**src/design/satrs_pkg.sv**
```systemverilog
package satrs_pkg;

  localparam int unsigned CFG_INDEX_W = 8;
  localparam int unsigned CFG_DATA_W  = 7;
  localparam int unsigned IN_DATA_W   = 40;
  localparam int unsigned OUT_DATA_W  = 40;

  localparam logic [CFG_INDEX_W-1:0] REG_ROW_COUNT    = 8'd0;
  localparam logic [CFG_INDEX_W-1:0] REG_COLUMN_COUNT = 8'd1;

  localparam logic FUNC_LOAD  = 1'b0;
  localparam logic FUNC_QUERY = 1'b1;

  localparam logic [1:0] STATUS_OK         = 2'd0;
  localparam logic [1:0] STATUS_BAD_RECT   = 2'd1;
  localparam logic [1:0] STATUS_NOT_LOADED = 2'd2;

  typedef enum logic [2:0] {
    ST_IDLE,
    ST_EXEC,
    ST_LOAD_WR,
    ST_Q_TR,
    ST_Q_BL,
    ST_Q_TL,
    ST_Q_ACC,
    ST_Q_OUT
  } state_t;

  // which entry of the bordered table a read fetches: the entry above for a load, or a corner
  typedef enum logic [2:0] {
    RD_ABOVE,
    RD_BR,
    RD_TR,
    RD_BL,
    RD_TL
  } rd_sel_t;

  typedef enum logic [1:0] {
    ACC_HOLD,
    ACC_SET,
    ACC_SUB,
    ACC_ADD
  } acc_op_t;

  typedef struct packed {
    logic    latch;
    logic    rd_en;
    rd_sel_t rd_sel;
    acc_op_t acc_op;
    logic    load_wr;
    logic    out_load;
  } cmd_t;

  typedef struct packed {
    logic is_query;
    logic load_ok;
    logic query_ok;
    logic out_free;
  } stat_t;

endpackage

```
**src/design/satrs_ctrl.sv**
```systemverilog
module satrs_ctrl (
  input  logic             clk,
  input  logic             rst,
  input  logic             in_valid,
  output logic             in_ready,
  input  satrs_pkg::stat_t stat,
  output satrs_pkg::cmd_t  cmd
);

  satrs_pkg::state_t state;
  satrs_pkg::state_t state_next;

  always_ff @(posedge clk) begin
    if (rst) begin
      state <= satrs_pkg::ST_IDLE;
    end else begin
      state <= state_next;
    end
  end

  always_comb begin
    state_next   = state;
    in_ready     = 1'b0;
    cmd.latch    = 1'b0;
    cmd.rd_en    = 1'b0;
    cmd.rd_sel   = satrs_pkg::RD_BR;
    cmd.acc_op   = satrs_pkg::ACC_HOLD;
    cmd.load_wr  = 1'b0;
    cmd.out_load = 1'b0;
    case (state)
      satrs_pkg::ST_IDLE: begin
        // no item is taken while reset is held
        in_ready  = !rst;
        cmd.latch = in_valid && !rst;
        if (in_valid && !rst) begin
          state_next = satrs_pkg::ST_EXEC;
        end
      end
      satrs_pkg::ST_EXEC: begin
        if (stat.is_query) begin
          if (stat.query_ok) begin
            cmd.rd_en  = 1'b1;
            cmd.rd_sel = satrs_pkg::RD_BR;
            state_next = satrs_pkg::ST_Q_TR;
          end else begin
            state_next = satrs_pkg::ST_Q_OUT;
          end
        end else if (stat.load_ok) begin
          cmd.rd_en  = 1'b1;
          cmd.rd_sel = satrs_pkg::RD_ABOVE;
          state_next = satrs_pkg::ST_LOAD_WR;
        end else begin
          state_next = satrs_pkg::ST_IDLE;
        end
      end
      satrs_pkg::ST_LOAD_WR: begin
        cmd.load_wr = 1'b1;
        state_next  = satrs_pkg::ST_IDLE;
      end
      // each of Q_TR, Q_BL and Q_TL issues one read and folds in the data of the previous one
      satrs_pkg::ST_Q_TR: begin
        cmd.rd_en  = 1'b1;
        cmd.rd_sel = satrs_pkg::RD_TR;
        cmd.acc_op = satrs_pkg::ACC_SET;
        state_next = satrs_pkg::ST_Q_BL;
      end
      satrs_pkg::ST_Q_BL: begin
        cmd.rd_en  = 1'b1;
        cmd.rd_sel = satrs_pkg::RD_BL;
        cmd.acc_op = satrs_pkg::ACC_SUB;
        state_next = satrs_pkg::ST_Q_TL;
      end
      satrs_pkg::ST_Q_TL: begin
        cmd.rd_en  = 1'b1;
        cmd.rd_sel = satrs_pkg::RD_TL;
        cmd.acc_op = satrs_pkg::ACC_SUB;
        state_next = satrs_pkg::ST_Q_ACC;
      end
      satrs_pkg::ST_Q_ACC: begin
        cmd.acc_op = satrs_pkg::ACC_ADD;
        state_next = satrs_pkg::ST_Q_OUT;
      end
      satrs_pkg::ST_Q_OUT: begin
        if (stat.out_free) begin
          cmd.out_load = 1'b1;
          state_next   = satrs_pkg::ST_IDLE;
        end
      end
      default: begin
        state_next = satrs_pkg::ST_IDLE;
      end
    endcase
  end

endmodule

```
**config.mk**
```make
export PLATFORM = sky130hd
export DESIGN_NAME = satrs_ctrl
export DESIGN_NICKNAME = d
export VERILOG_FILES = /design/src/design/satrs_pkg.sv /design/src/design/satrs_ctrl.sv
export SDC_FILE = /design/constraint.sdc
export NUM_CORES = 1
export LEC_CHECK = 0
export BUFFER_PORTS_ARGS = -buffer_cell sky130_fd_sc_hd__buf_2
export CORE_AREA = 2 2 39 41
export DETAILED_ROUTE_END_ITERATION = 12
export DIE_AREA = 0 0 41 43
export PLACE_DENSITY = 0.52
export SLEW_MARGIN = 20
export SYNTH_ARGS = -nofsm -noshare
export SYNTH_HDL_FRONTEND = slang
export SYNTH_SLANG_ARGS = --single-unit
export TNS_END_PERCENT = 100
```
**constraint.sdc**
```tcl
create_clock -name clk -period 2.37 [get_ports clk]
set_clock_uncertainty 0.2 [all_clocks]
set_input_delay 0 -clock clk [delete_from_list [all_inputs] [get_ports clk]]
set_output_delay 0 -clock clk [all_outputs]
set_load 0.05 [all_outputs]
```
==> reports/results.ini <==
[run_status]
status=finished clean

[yosys]
synth_top_family_by_area=simple AND/OR/NAND/NOR gates
synth-edff-count=0
synth_top_area_cell=dfxtp_1
syn_inst=42
synth_most_common_cell=nor2_1
async_flop_share=0
syn_nets=49
netlist_area_sq_um=323
yosysSeqAreaShare=0.186
synth_mux_area_frac=0
yosysTopAreaCellShare=0.186
yosys.area_share.simple=0.384
synth_fa_ha_area_frac=0
yosysWarnings=0
yosys-top-cells-area=dfxtp_1 (19%), buf_6 (10%), nor4_4 (6.6%), a21oi_1 (6.2%), nor2_1 (5.8%)
yosysUniqueCellTypes=24
avgSynthCellArea_sq_um=7.69
ys_top_cells_by_count=nor2_1 (5), a21oi_1 (4), nand2_1 (4), buf_6 (3), dfxtp_1 (3)
synth_compound_area_frac=0.302
synth_flop_cell=dfxtp_1
synth-seq-cells=3
yosys.area_share.xor_xnor=0

[worst_setup_path]
crit_type=reg -> reg
critPathTopFamily=flip-flops
arrival_ns=1.93
rr_worst_depth=3
path_depth=3
path_max_fanout=15
crit_buf_inv=1
crit_chain=nor2_1 -> a2111oi_2 -> dlygate4sd3_1
worstPathRequired_ns=2.34
slowest_stage=dfxtp_1
startpoint_type=flip-flop
max_stage_delay_ns=0.67
end_kind=flip-flop

[floorplan]
die_area_sq_um=1760
io_pins=17
rows=14
die_h_microns=43
die_w_microns=41
floorplan.initialDensity=0.233
core-area_sq_um=1380

[cells_and_area]
syn_to_final_growth_pct=44.2
nets=72
top_register=state
multi_input_area_sq_um=221
n_fill_cell=154
regArea_sq_um=60.1
top_regs=state: 3 flops
largest_reg_flops=3
n_antenna_cell=0
drive_gt1_frac=0.391
final_cell_area_sq_um=465

[routing]
routed_wl_microns=757
ant_nets=0
first_iter_violations=5
drc=0
viasPerCell=4.46
drtPass1Iterations=2
wl_per_cell_microns=9.46
vias=357

[global_route]
grt_pass1_vias=272
grt_max_degree=16
grt.total_usage=0.0903
antenna_found_initial=0
overflow=0
grt_pass1_wl_microns=1080

[place]
place_congestion=0.679
place_area_sq_um=389
io_buffers=16
dpl.hpwl_microns=557
place_ws_ns=0.913

[pwr]
p_leak_nw=0.210
power.share.clock=0.283
p_int_mw=0.171
seq_power_share=0.265
max-vdd-ir-drop_mv=0.244
powerDensity_nw_per_um2=685
power.switching_mw=0.148
combinationalPowerShare=0.452
p_sw_frac=0.465

[clocking]
postCtsResizedCells=0
post_cts_buffers=0
hold_buffers=5
cts.sinks=3
cts_tree=done
clk_path_buf_depth=2
cts.htree.levels=1
worstSkewPairLatency_ns=0.23
clock-root-buffer=clkbuf_4
cts_buffers=3
cts.clk_slew.worst_paths_ns=0.04

[sta]
max_freq_mhz=512
period_minus_slack_ns=1.95
tns_ns=0
maxSlewHeadroom=0.622
maxSlewViolCount=0
min_period_over_period=0.824
setup_ws_ns=0.418
rsz0062_at_grt=false
tightest_slew_ns=0.566
hold_violations=0
finalSetupViolations=0

[min_path]
min_delay_path_depth=4
hold_path_class=in -> reg

[job]
cap_viol_max_count=0

## power groups by stage
stage	combinational, mW	clock, mW	sequential (mW)
after floorplan	0.134	0	0.0676
after global placement	0.137	0	0.0843
after detailed placement	0.136	0	0.0851
after CTS	0.145	0.0931	0.0839
after global routing	0.155	0.101	0.0880
final	0.144	0.0902	0.0844
## layer usage
metal / GRT usage / vias to the layer above / share of wire
met5: 0 / - / 0
met4: 0.0600 / 0 / 0
met3: 0.0314 / 0 / 0.071
met2: 0.113 / 12 / 0.44
met1: 0.125 / 156 / 0.48
li1: - / 189 / -
## layout by cell type, fill, tap and decap left out
cell,n
nor2b_1,1
nand2b_1,2
a2111oi_2,1
o21bai_1,1
and2b_1,1
nor4_4,1
nor4_1,1
dfxtp_1,3
o21a_1,2
nor2_1,5
nor3_1,1
nor2_2,1
o21ai_0,2
nand2_1,4
inv_1,2
nand3_1,1
o21ai_2,1
clkbuf_1,1
a211oi_2,1
nor3b_1,1
dlygate4sd3_1,5
clkbuf_4,3
and2_1,1
a22o_1,1
a21oi_1,4
buf_2,16
nand2_2,1
## cell families after synthesis
| kind of cell | after synthesis |
|---|---|
| AO/OA/AOI/OAI | 13 |
| buffers and inverters | 5 |
| flip-flops | 3 |
| AND/OR/NAND/NOR | 21 |
## layout make-up
type / count / area share
Multi-Input combinational cell: 34 / 0.476
Timing Repair Buffer: 21 / 0.280
Sequential cell: 3 / 0.129
Clock buffer: 4 / 0.0565
Tap cell: 16 / 0.0430
Inverter: 2 / 0.0161
## through the flow
step / std cells / hold WS, ns / utilization / power (mW)
after global routing: 80 / 0.0666 / 0.336 / 0.344
final: 80 / 0.0247 / 0.336 / 0.319
after detailed placement: 71 / 0.0659 / 0.281 / 0.221
after CTS: 80 / 0.0255 / 0.336 / 0.322
after floorplan: 42 / -0.143 / - / 0.201
after global placement: 71 / 0.0681 / 0.281 / 0.221
## worst reg2reg max path, delay by kind of cell, from the launching register on
| family | cells | cell delay (ns) |
|---|---|---|
| simple gates | 1 | 0.16 |
| compound gates | 1 | 0.28 |
| flops | 1 | 0.67 |
| buf+inv | 1 | 0.58 |
## worst paths after layout
path                                               to                   from  slack, ns
worst min-delay path            state[0]$_SDFFE_PP0P_                stat[3]       0.02
worst min register to register  state[0]$_SDFFE_PP0P_  state[0]$_SDFFE_PP0P_       0.59
worst max-delay path            state[1]$_SDFFE_PP0P_  state[1]$_SDFFE_PP0P_       0.42
worst max register to register  state[1]$_SDFFE_PP0P_  state[1]$_SDFFE_PP0P_       0.42
No activity file was read; power rests on OpenSTA's default activity.
